File: src/hw/rtl/sge_pkg.sv
`default_nettype none

package sge_pkg;

  // Width of the frame offset counter; it saturates at its all-ones value.
  localparam int unsigned POS_W = 17;
  // Width used for offset sums, one bit wider than the offset counter.
  localparam int unsigned SUM_W = POS_W + 1;
  localparam logic [POS_W-1:0] POS_MAX = '1;

  // Smallest legal IPv4 header length and TCP data offset, in 32-bit words.
  localparam logic [3:0] MIN_HDR_WORDS = 4'd5;

  // Byte offsets inside the TCP header.
  localparam int unsigned TCP_SRC_HI = 0;
  localparam int unsigned TCP_SRC_LO = 1;
  localparam int unsigned TCP_DST_HI = 2;
  localparam int unsigned TCP_DST_LO = 3;
  localparam int unsigned TCP_DOFF   = 12;

  // Configuration register indexes.
  localparam int unsigned CFG_IDX_W = 2;
  localparam logic [CFG_IDX_W-1:0] REG_MAIL_PORT_A   = 2'd0;
  localparam logic [CFG_IDX_W-1:0] REG_MAIL_PORT_B   = 2'd1;
  localparam logic [CFG_IDX_W-1:0] REG_MAIL_PORT_C   = 2'd2;
  localparam logic [CFG_IDX_W-1:0] REG_GREETING_WORD = 2'd3;
  localparam int unsigned CFG_DATA_W = 32;

  // Reset values of the configuration registers.
  localparam logic [15:0] MAIL_PORT_A_RST   = 16'd25;
  localparam logic [15:0] MAIL_PORT_B_RST   = 16'd465;
  localparam logic [15:0] MAIL_PORT_C_RST   = 16'd587;
  localparam logic [31:0] GREETING_WORD_RST = 32'h45484C4F;

  typedef enum logic [1:0] {
    PH_HEADER   = 2'd0,
    PH_GREETING = 2'd1,
    PH_EMIT     = 2'd2,
    PH_SKIP     = 2'd3
  } phase_t;

  typedef struct packed {
    logic [7:0] frame_byte;
    logic       frame_last;
  } sge_in_t;

  typedef struct packed {
    logic [7:0] text_byte;
    logic       message_last;
    logic       cut_short;
  } sge_out_t;

  typedef struct packed {
    logic [15:0] mail_port_a;
    logic [15:0] mail_port_b;
    logic [15:0] mail_port_c;
    logic [31:0] greeting_word;
  } sge_cfg_t;

  function automatic logic is_mail_port(input sge_cfg_t cfg, input logic [15:0] port);
    is_mail_port = (port == cfg.mail_port_a) || (port == cfg.mail_port_b) ||
                   (port == cfg.mail_port_c);
  endfunction

endpackage

`default_nettype wire

File: src/hw/rtl/sge_front.sv
`default_nettype none

module sge_front #(
  parameter int unsigned ETH_HEADER_BYTES = 14
) (
  input  wire logic             clk,
  input  wire logic             rst,
  input  wire logic             in_valid,
  output logic                  in_ready,
  input  wire sge_pkg::sge_in_t in_data,
  input  wire sge_pkg::sge_cfg_t cfg,
  input  wire logic             space,
  output logic                  push,
  output sge_pkg::sge_out_t     push_data
);

  localparam int unsigned SW = sge_pkg::SUM_W;
  localparam logic [SW-1:0] E_OFF  = SW'(ETH_HEADER_BYTES);
  localparam logic [SW-1:0] E_LEN0 = E_OFF + SW'(2);
  localparam logic [SW-1:0] E_LEN1 = E_OFF + SW'(3);

  sge_pkg::phase_t                phase, phase_next;
  logic [sge_pkg::POS_W-1:0]      byte_position, byte_position_next;
  logic [3:0]                     ip_header_words, ip_header_words_next;
  logic [15:0]                    ip_total_length, ip_total_length_next;
  logic [3:0]                     tcp_header_words, tcp_header_words_next;
  logic [15:0]                    source_port, source_port_next;
  logic [15:0]                    dest_port, dest_port_next;
  logic [31:0]                    greeting_shift, greeting_shift_next;

  logic          accept;
  logic [7:0]    b;
  logic [SW-1:0] p, p1, ip_len, tcp_len, tcp_start, pay_start, ip_end, off, total;
  logic [31:0]   shifted;
  logic          at_end;

  assign in_ready = space;
  assign accept   = in_valid && space;
  assign b        = in_data.frame_byte;

  assign p         = {1'b0, byte_position};
  assign p1        = p + SW'(1);
  assign ip_len    = SW'({ip_header_words, 2'b00});
  assign tcp_len   = SW'({tcp_header_words, 2'b00});
  assign tcp_start = E_OFF + ip_len;
  assign pay_start = tcp_start + tcp_len;
  assign total     = SW'(ip_total_length);
  assign ip_end    = E_OFF + total;
  assign off       = p - tcp_start;
  assign shifted   = {greeting_shift[23:0], b};
  assign at_end    = (p1 >= ip_end);

  always_ff @(posedge clk) begin
    if (rst) begin
      phase            <= sge_pkg::PH_HEADER;
      byte_position    <= '0;
      ip_header_words  <= '0;
      ip_total_length  <= '0;
      tcp_header_words <= '0;
      source_port      <= '0;
      dest_port        <= '0;
      greeting_shift   <= '0;
    end else begin
      phase            <= phase_next;
      byte_position    <= byte_position_next;
      ip_header_words  <= ip_header_words_next;
      ip_total_length  <= ip_total_length_next;
      tcp_header_words <= tcp_header_words_next;
      source_port      <= source_port_next;
      dest_port        <= dest_port_next;
      greeting_shift   <= greeting_shift_next;
    end
  end

  always_comb begin
    phase_next            = phase;
    byte_position_next    = byte_position;
    ip_header_words_next  = ip_header_words;
    ip_total_length_next  = ip_total_length;
    tcp_header_words_next = tcp_header_words;
    source_port_next      = source_port;
    dest_port_next        = dest_port;
    greeting_shift_next   = greeting_shift;
    push                  = 1'b0;
    push_data             = '0;

    if (accept) begin
      case (phase)
        sge_pkg::PH_HEADER: begin
          if (p == E_OFF) begin
            ip_header_words_next = b[3:0];
            if (b[3:0] < sge_pkg::MIN_HDR_WORDS) begin
              phase_next = sge_pkg::PH_SKIP;
            end
          end else if (p == E_LEN0) begin
            ip_total_length_next = {b, ip_total_length[7:0]};
          end else if (p == E_LEN1) begin
            ip_total_length_next = {ip_total_length[15:8], b};
          end else if (p > E_LEN1 && p >= tcp_start) begin
            if (off == SW'(sge_pkg::TCP_SRC_HI)) begin
              source_port_next = {b, source_port[7:0]};
            end else if (off == SW'(sge_pkg::TCP_SRC_LO)) begin
              source_port_next = {source_port[15:8], b};
            end else if (off == SW'(sge_pkg::TCP_DST_HI)) begin
              dest_port_next = {b, dest_port[7:0]};
            end else if (off == SW'(sge_pkg::TCP_DST_LO)) begin
              dest_port_next = {dest_port[15:8], b};
            end else if (off == SW'(sge_pkg::TCP_DOFF)) begin
              tcp_header_words_next = b[7:4];
              if (b[7:4] < sge_pkg::MIN_HDR_WORDS) begin
                phase_next = sge_pkg::PH_SKIP;
              end
            end
            // The last TCP header byte decides whether the payload is looked at.
            if (off > SW'(sge_pkg::TCP_DOFF) && p1 == pay_start) begin
              greeting_shift_next = '0;
              if (total >= ip_len + tcp_len + SW'(4) &&
                  (sge_pkg::is_mail_port(cfg, source_port) ||
                   sge_pkg::is_mail_port(cfg, dest_port))) begin
                phase_next = sge_pkg::PH_GREETING;
              end else begin
                phase_next = sge_pkg::PH_SKIP;
              end
            end
          end
        end
        sge_pkg::PH_GREETING: begin
          greeting_shift_next = shifted;
          if (p == pay_start + SW'(3)) begin
            if (shifted == cfg.greeting_word && p1 < ip_end) begin
              phase_next = sge_pkg::PH_EMIT;
            end else begin
              phase_next = sge_pkg::PH_SKIP;
            end
          end
        end
        sge_pkg::PH_EMIT: begin
          push                   = 1'b1;
          push_data.text_byte    = b;
          push_data.message_last = at_end || in_data.frame_last;
          push_data.cut_short    = !at_end && in_data.frame_last;
          if (at_end) begin
            phase_next = sge_pkg::PH_SKIP;
          end
        end
        default: begin
        end
      endcase

      if (byte_position != sge_pkg::POS_MAX) begin
        byte_position_next = byte_position + sge_pkg::POS_W'(1);
      end

      if (in_data.frame_last) begin
        phase_next            = sge_pkg::PH_HEADER;
        byte_position_next    = '0;
        ip_header_words_next  = '0;
        ip_total_length_next  = '0;
        tcp_header_words_next = '0;
        source_port_next      = '0;
        dest_port_next        = '0;
        greeting_shift_next   = '0;
      end
    end
  end

endmodule

`default_nettype wire

File: src/hw/rtl/sge_queue.sv
`default_nettype none

module sge_queue #(
  parameter int unsigned DEPTH = 4
) (
  input  wire logic              clk,
  input  wire logic              rst,
  input  wire logic              push,
  input  wire sge_pkg::sge_out_t push_data,
  output logic                   space,
  output logic                   out_valid,
  input  wire logic              out_ready,
  output sge_pkg::sge_out_t      out_data
);

  localparam int unsigned PTR_W = $clog2(DEPTH);
  localparam int unsigned CNT_W = $clog2(DEPTH + 1);
  localparam logic [PTR_W-1:0] LAST_PTR = PTR_W'(DEPTH - 1);

  sge_pkg::sge_out_t entries [DEPTH];
  logic [PTR_W-1:0] wr_ptr, rd_ptr;
  logic [CNT_W-1:0] count;
  logic             pop, do_push;

  assign space     = (count != CNT_W'(DEPTH));
  assign out_valid = (count != '0);
  assign out_data  = entries[rd_ptr];
  assign pop       = out_valid && out_ready;
  assign do_push   = push && space;

  always_ff @(posedge clk) begin
    if (do_push) begin
      entries[wr_ptr] <= push_data;
    end
  end

  always_ff @(posedge clk) begin
    if (rst) begin
      wr_ptr <= '0;
      rd_ptr <= '0;
      count  <= '0;
    end else begin
      if (do_push) begin
        wr_ptr <= (wr_ptr == LAST_PTR) ? '0 : wr_ptr + PTR_W'(1);
      end
      if (pop) begin
        rd_ptr <= (rd_ptr == LAST_PTR) ? '0 : rd_ptr + PTR_W'(1);
      end
      if (do_push && !pop) begin
        count <= count + CNT_W'(1);
      end else if (pop && !do_push) begin
        count <= count - CNT_W'(1);
      end
    end
  end

endmodule

`default_nettype wire

File: src/hw/rtl/smtp_greeting_extractor_core.sv
// Each text beat is pushed into the result queue as its frame beat is accepted.
// Throughput: one frame beat per cycle, sustained while the output side keeps up; the
// front parser stalls only when the result queue between the parser and the output is full.
// Reset: rst is synchronous and active high; it returns the parser to header parsing,
// empties the result queue and restores the mail ports and greeting word to their defaults.
`default_nettype none

module smtp_greeting_extractor_core #(
  parameter int unsigned ETH_HEADER_BYTES = 14,
  parameter int unsigned QUEUE_DEPTH      = 4
) (
  input  wire logic                              clk,
  input  wire logic                              rst,
  input  wire logic                              in_valid,
  output logic                                   in_ready,
  input  wire sge_pkg::sge_in_t                  in_data,
  output logic                                   out_valid,
  input  wire logic                              out_ready,
  output sge_pkg::sge_out_t                      out_data,
  input  wire logic                              cfg_we,
  input  wire logic [sge_pkg::CFG_IDX_W-1:0]     cfg_index,
  input  wire logic [sge_pkg::CFG_DATA_W-1:0]    cfg_data
);

  // Configuration registers. The user must see they are only written while the block is idle,
  // so the parser sees stable values for the whole of every frame. The block never checks it.
  sge_pkg::sge_cfg_t cfg;

  always_ff @(posedge clk) begin
    if (rst) begin
      cfg.mail_port_a   <= sge_pkg::MAIL_PORT_A_RST;
      cfg.mail_port_b   <= sge_pkg::MAIL_PORT_B_RST;
      cfg.mail_port_c   <= sge_pkg::MAIL_PORT_C_RST;
      cfg.greeting_word <= sge_pkg::GREETING_WORD_RST;
    end else if (cfg_we) begin
      case (cfg_index)
        sge_pkg::REG_MAIL_PORT_A:   cfg.mail_port_a   <= cfg_data[15:0];
        sge_pkg::REG_MAIL_PORT_B:   cfg.mail_port_b   <= cfg_data[15:0];
        sge_pkg::REG_MAIL_PORT_C:   cfg.mail_port_c   <= cfg_data[15:0];
        sge_pkg::REG_GREETING_WORD: cfg.greeting_word <= cfg_data;
        default: begin
        end
      endcase
    end
  end

  // The front parser walks the Ethernet, IPv4 and TCP headers one beat at a
  // time, checks the ports and the greeting word, and hands each payload byte
  // that follows a matching greeting to the queue as a finished result.
  logic              space;
  logic              push;
  sge_pkg::sge_out_t push_data;

  sge_front #(
    .ETH_HEADER_BYTES(ETH_HEADER_BYTES)
  ) u_front (
    .clk      (clk),
    .rst      (rst),
    .in_valid (in_valid),
    .in_ready (in_ready),
    .in_data  (in_data),
    .cfg      (cfg),
    .space    (space),
    .push     (push),
    .push_data(push_data)
  );

  // The queue is the back end: its head drives the output directly, so a
  // stalled consumer never holds up the parser until the queue fills.
  sge_queue #(
    .DEPTH(QUEUE_DEPTH)
  ) u_queue (
    .clk      (clk),
    .rst      (rst),
    .push     (push),
    .push_data(push_data),
    .space    (space),
    .out_valid(out_valid),
    .out_ready(out_ready),
    .out_data (out_data)
  );

endmodule

`default_nettype wire

File: config.mk
export PLATFORM = sky130hd
export DESIGN_NAME = smtp_greeting_extractor_core
export DESIGN_NICKNAME = d
export VERILOG_FILES = /design/src/hw/rtl/sge_pkg.sv /design/src/hw/rtl/sge_front.sv /design/src/hw/rtl/sge_queue.sv /design/src/hw/rtl/smtp_greeting_extractor_core.sv
export SDC_FILE = /design/constraint.sdc
export NUM_CORES = 1
export LEC_CHECK = 0
export BUFFER_PORTS_ARGS = -buffer_cell sky130_fd_sc_hd__buf_2
export CAP_MARGIN = 20
export CORE_MARGIN = 2
export CORE_UTILIZATION = 56
export CTS_CLUSTER_SIZE = 24
export DETAILED_ROUTE_END_ITERATION = 8
export PLACE_DENSITY_LB_ADDON = 0.2
export REMOVE_ABC_BUFFERS = 1
export SYNTH_ARGS = -nofsm -noshare
export SYNTH_HDL_FRONTEND = slang
export SYNTH_SLANG_ARGS = --single-unit
File: constraint.sdc
create_clock -name clk -period 3.95 [get_ports clk]
set_clock_uncertainty 0.15 [all_clocks]
set_input_delay 0.1975 -clock clk [delete_from_list [all_inputs] [get_ports clk]]
set_output_delay 0.1975 -clock clk [all_outputs]
set_load 0.02 [all_outputs]
==> results.ini, run 1 <==
[cells_and_area]
fillers = 1800
area_growth_pct = 18.1
stdcell_area_sq_um = 15100
layout-drive-gt1-share = 0.141
n_antenna_cell = 0
nNetsFinal = 1680
utilization = 0.671

[critical_path]
end_kind = flop
crit_path_start_kind = flop
crit_arrival_ns = 4.10
crit_chain = buf_4 -> buf_4 -> ha_1 -> a211oi_2 -> nor2_1 -> o311ai_0 -> o22ai_1 -> nand4b_1 -> nor4_2 -> buf_4 -> nand3b_1 -> a21oi_1
cp_common_cell = buf_4
critical_path_class = reg2reg
worstPathRequired_ns = 4.17
slowest_stage = o311ai_0
cp_max_fo = 16
max_stage_delay_ns = 0.57

[clock_tree]
htree_levels = 1
clk_pin_slew_ns = 0.06
cts_root_buffer = clkbuf_16
cts_tree = built
cts_buffer_depth = 3
clock_latency_ns = 0.52
cts_buffers = 24
cts_num_sinks = 228

[global_routing]
grt_pass1_wl_mm = 58.5
grt_use_total = 0.305
grt_pass1_vias = 10878
antenna_found_initial = 0
overflow = 0
grt_max_degree = 69

[routing]
wirelength_mm = 36.9
drt_pass1_iterations = 5
vias = 11267
drc = 0
ant_nets = 0
drtIter0Drc = 847
avgViaCountPerCell = 6.01
wl_per_cell_um = 19.7

[yosys]
async_reset_ff_frac = 0
synth-edff-count = 40
ys_warn_count = 0
post_synth.cell_area_avg_sq_um = 8.83
synthCells = 1448
ys.flop_type = dfxtp_1
ys_ff_latch = 228
synth-seq-area-share = 0.388
synth_cell_types = 71
synth_area_sq_um = 12800

[timing]
fin_crit_sh = 0.982
slew_headroom = 0.260
hold_viol = 0
fin_crit_ns = 3.88
rsz0062_at_grt = true
hold_slack_ns = 0.0146
setup_viol = 0
fmax_mhz = 258
worst_slew_pin_slew_ns = 1.11
drv_slew = 0

[power_and_ir_drop]
p_leak_nw = 5.92
vdd_drop_max_uv = 350
powerDensity_nw_per_um2 = 375

[outcome]
status = finished clean

[floorplan]
core_area_sq_um = 22500
start_util = 0.568
io_pins = 60
die_y_um = 155
die_area_sq_um = 24100
fp-row-count = 55
die_w_um = 155

[flow_run]
max-cap-violations = 0

[place]
dpl.hpwl_mm = 26.4
gp_congestion = 0.963
place_area_sq_um = 13700
portBuffers = 59

[hold_path]
hp-class = in2reg

[critical path: cells and delay by family, from the launching register on]
family	cells	cell delay [ns]
and+or+nand+nor	4	1.06
DFF	1	0.34
AOI/OAI and AO/OA	4	1.31
buffers and inverters	3	0.53
adders and majority gates	1	0.34
[layer usage]
metal  wire length, um  track usage  share of wire  vias up
met5                 0            0              0        -
met4              1530        0.119          0.042        0
met3              2270       0.0373          0.062       90
met2             17900        0.524           0.49      437
met1             15200        0.393           0.41     5339
li1                  -            -              -     5401
[placed cells by master (no fill, tap or decap), types with 7 or more instances in the layout]
cell,count
a21o_1,13
a21oi_1,112
a22o_1,9
a22oi_1,15
a31oi_1,8
a32o_1,16
and3_1,23
buf_2,58
buf_4,70
clkbuf_16,24
clkbuf_8,7
dfxtp_1,186
dlygate4sd3_1,42
edfxtp_1,40
ha_1,51
inv_1,32
mux2i_1,23
mux4_2,10
nand2_1,254
nand2b_1,8
nand3_1,50
nand3b_1,17
nand4_1,39
nand4b_1,8
nor2_1,69
nor2b_1,12
nor3_1,26
nor4_1,22
o21ai_0,20
o31ai_1,9
or3_1,7
or4_1,9
xnor2_1,120
xor2_1,54
[metrics by stage]
stage          power (mW)  std cells  setup WS, ns  setup TNS [ns]
2_1_floorplan        3.13       1374        -0.517          -16.63
3_3_place_gp         3.44       1784        -0.121           -1.29
3_5_place_dp         3.46       1785        -0.202           -1.93
4_1_cts              5.67       1873        0.0110               0
5_1_grt              5.88       1876       -0.0302         -0.0726
6_report             5.66       1876        0.0702               0
[where the power goes]
| group | internal [mW] | switching, mW | leakage [nW] |
|---|---|---|---|
| clock | 1.26 | 0.928 | 0.376 |
| sequential | 2.43 | 0.0979 | 1.94 |
| combinational | 0.392 | 0.551 | 3.60 |
[worst paths after layout]
check                           cells after the start                        from  slack, ns                         end
worst max-delay path                               12  u_front.ip_header_words[0]       0.07        u_front.dest_port[8]
worst min-delay path                                4                cfg_index[0]       0.01                     cfg[39]
worst max register to register                     12  u_front.ip_header_words[0]       0.07        u_front.dest_port[8]
worst min register to register                      2  u_front.greeting_shift[22]       0.32  u_front.greeting_shift[22]
[cells in the mapped netlist, types with 5 or more instances]
library cell	number	area, sq um
xnor2_1	122	1070
a22oi_1	15	113
inv_1	38	143
nand3_1	50	250
buf_1	6	22.5
clkbuf_1	64	240
o31ai_1	9	67.6
mux2i_1	23	230
ha_1	55	688
or4_1	9	67.6
xor2_1	54	473
nand2_1	254	953
and3_1	24	150
dfxtp_1	188	3760
o21a_1	6	45.0
nand3b_1	17	128
a21o_1	13	97.6
nor2b_1	12	75.1
nor2_1	70	263
mux4_2	10	225
a211oi_1	5	37.5
a211o_1	5	43.8
a21oi_1	112	561
or3_1	8	50.1
nand4b_1	8	70.1
nor3b_1	7	52.6
o21ai_0	23	115
a22o_1	9	78.8
edfxtp_1	40	1200
a32o_1	16	160
nand2b_1	8	50.1
nor4_1	27	169
a31oi_1	8	50.1
nand4_1	39	244
or2_2	6	37.5
nor3_1	27	135
[logic make-up (layout without fill, tap and decap cells)]
group,Yosys count,after routing,synth area share
mux,34,34,0.0365
compound gates,251,251,0.128
fa+ha+maj,59,59,0.0601
flops,228,228,0.388
xor+xnor,180,180,0.128
buf+inv,112,255,0.0333
simple gates,584,584,0.226
[area by class of cell]
type                    instances  area, sq um  share of cell area
well taps                     285          357              0.0236
clock buffers                  37          719              0.0476
multi-input cells            1108         7560               0.501
flip-flops and latches        228         4970               0.329
repair buffers                173         1290              0.0858
inverters                      38          143             0.00945
clock inverters                 7         53.8             0.00356
[repair_timing]
action,CTS,global route
gates resized for setup,14,20
hold buffers,42,0
endpoints found under the setup margin,20,59
pin swaps,5,16
setup buffers,2,1
endpoints found under the hold margin,104,0
cloned,0,0
[sequential cells by signal (all words and copies together) (netlist names), 4 cells and up, named ones only]
signal,count
cfg,80
u_front.greeting_shift,24
u_front.byte_position,17
u_queue.entries,40
u_front.ip_total_length,16
u_front.source_port,16
u_front.ip_header_words,4
u_front.tcp_header_words,4
u_front.dest_port,16
Power figures use the tool's default switching activity.
==> inputs of run 2 (changes only) <==
--- a/config.mk
+++ b/config.mk
@@ -12,7 +12,9 @@
 export CTS_CLUSTER_SIZE = 24
 export DETAILED_ROUTE_END_ITERATION = 8
 export PLACE_DENSITY_LB_ADDON = 0.2
+export RECOVER_POWER = 100
 export REMOVE_ABC_BUFFERS = 1
+export SKIP_CTS_REPAIR_TIMING = 1
 export SYNTH_ARGS = -nofsm -noshare
 export SYNTH_HDL_FRONTEND = slang
 export SYNTH_SLANG_ARGS = --single-unit
==> results.ini, run 2 (synthesis gave the netlist of run 1 again) <==
[place]
pre_cts_ws_ns = -0.202  ; unchanged
portBuffers = 59  ; unchanged
place_inst = 1785  ; unchanged
dpl.hpwl_mm = 26.4  ; unchanged
place_area_sq_um = 13700  ; unchanged
gp_congestion = 0.963  ; unchanged

[timing]
fmax_mhz = 252  ; -2.1%
fin_crit_sh = 1.00  ; +0.0208
setup_viol = 6  ; +6
slew_headroom = 0.0269  ; -0.233
drv_slew = 0  ; unchanged
rsz0062_at_grt = true
setup_slack_ns = -0.0118  ; -0.0820 ns
fin_crit_ns = 3.96  ; +0.0820 ns
hold_slack_ns = 0.0160  ; +0.00139 ns
hold_viol = 0  ; unchanged
worst_slew_pin_slew_ns = 1.46  ; +0.355 ns

[cells_and_area]
n_antenna_cell = 0  ; unchanged
mostFrequentLayoutCells = 254 x nand2_1, 186 x dfxtp_1, 120 x xnor2_1, 111 x a21oi_1, 69 x nor2_1
stdcell_area_sq_um = 15200  ; +0.61%
layout-drive-gt1-share = 0.129  ; -0.0113
fillers = 1789  ; -0.61%
area_growth_pct = 18.8
largest_reg_flops = 80  ; unchanged
layout_commonest_cell = nand2_1
largestRegisters = cfg (80), u_queue.entries (40), u_front.greeting_shift (24)
top_register = cfg
instances_no_fill = 1884  ; +0.43%
nNetsFinal = 1688  ; +0.48%

[flow_run]
max-cap-violations = 0  ; unchanged

[critical_path]
end_kind = flop
crit_path_start_kind = flop
cp_max_fo = 8  ; -8
worstReg2RegStart = u_front.ip_header_words[0]
worstPathRequired_ns = 4.22  ; +0.05 ns
timing.rr.end = u_front.dest_port[7]
crit_arrival_ns = 4.23  ; +0.13 ns
r2r_slack_ns = -0.01  ; -0.08 ns
critical_path_class = reg2reg
r2r_cells = 13  ; +1

[routing]
drtIter0Drc = 1020  ; +20%
drc = 0  ; unchanged
avgViaCountPerCell = 6.03  ; +0.41%
vias = 11361  ; +0.83%
wl_per_cell_um = 19.9  ; +1.1%
ant_nets = 0  ; unchanged
drt_pass1_iterations = 6  ; +1
wirelength_mm = 37.5  ; +1.6%

[clock_tree]
htree_levels = 1  ; unchanged
cts_buffer_depth = 3  ; unchanged
cts_buffers = 24  ; unchanged
clk_pin_slew_ns = 0.06  ; about the same
cts_num_sinks = 228  ; unchanged
clock_latency_ns = 0.53  ; about the same
cts_tree = built
cts_root_buffer = clkbuf_16

[floorplan]
start_util = 0.568  ; unchanged
die_w_um = 155  ; unchanged
fp-row-count = 55  ; unchanged
core_area_sq_um = 22500  ; unchanged
die_area_sq_um = 24100  ; unchanged
die_y_um = 155  ; unchanged
io_pins = 60  ; unchanged

[hold_path]
hold_depth = 2  ; -2
holdPathEnd = cfg[8]
hold_start = rst
hp-class = in2reg

[global_routing]
grt_pass1_vias = 10604  ; -2.5%
antenna_found_initial = 0  ; unchanged
grt_pass1_wl_mm = 57.1  ; -2.3%
grt_max_degree = 69  ; unchanged
grt_use_total = 0.298  ; -0.00700
overflow = 0  ; unchanged

[power_and_ir_drop]
powerDensity_nw_per_um2 = 375  ; about the same
p_leak_nw = 5.93  ; +0.13%
vdd_drop_max_uv = 367  ; +5.0%

[outcome]
violations = setup timing
status = complete, but fails checks

[run 2: worst max-delay path, stage by stage (launching register included)]
cell and delay (ns):
dfxtp_4 0.38, inv_4 0.04, ha_4 0.16, xnor2_2 0.18
inv_2 0.07, ha_4 0.15, a21o_1 0.20, a2111o_1 0.49
o21a_1 0.23, or4b_4 0.49, nor4b_4 0.37, or3b_4 0.46
a21o_4 0.26, a32o_1 0.22
[run 2: per-stage QoR]
step	power, mW	setup TNS, ns	utilization
after floorplan	3.13	-16.63	-
after global placement	3.44	-1.29	0.608
after detailed placement	3.46	-1.93	0.609
after CTS	5.63	-2.12	0.643
after global routing	5.91	-3.06	0.675
final	5.70	-0.0285	0.675
[run 2: worst max-delay path by stage]
stage | start | endpoint | slack (ns) | cells past startpoint
global placement | u_front.ip_header_words[0] | u_front.dest_port[0] | -0.12 | 13
detailed placement | u_front.ip_header_words[0] | u_front.tcp_header_words[1] | -0.20 | 14
global route | u_front.ip_header_words[0] | u_front.dest_port[2] | -0.16 | 13
CTS | u_front.ip_header_words[0] | u_front.tcp_header_words[1] | -0.23 | 15
finish | u_front.ip_header_words[0] | u_front.dest_port[7] | -0.01 | 13
floorplan | u_front.ip_header_words[0] | u_front.greeting_shift[0] | -0.52 | 13
[run 2: layout make-up]
type | count | area [sq um] | share of cell area
inverter | 38 | 145 | 0.00955
clock buffer | 37 | 719 | 0.0474
clock inverter | 7 | 53.8 | 0.00354
multi-input combinational | 1108 | 7570 | 0.499
sequential | 228 | 4970 | 0.327
tap | 285 | 357 | 0.0235
timing repair buffer | 181 | 1370 | 0.0902
[run 2: power by group]
part           switching [mW]  internal [mW]  total [mW]
logic                   0.568          0.405       0.974
registers              0.0994           2.43        2.53
clock network           0.937           1.26        2.20
[run 2: metal layers]
metal	vias up	wire [um]	GRT usage
li1	5421	-	-
met1	5407	15600	0.389
met2	434	18300	0.510
met3	99	2150	0.0373
met4	0	1450	0.108
met5	-	0	0
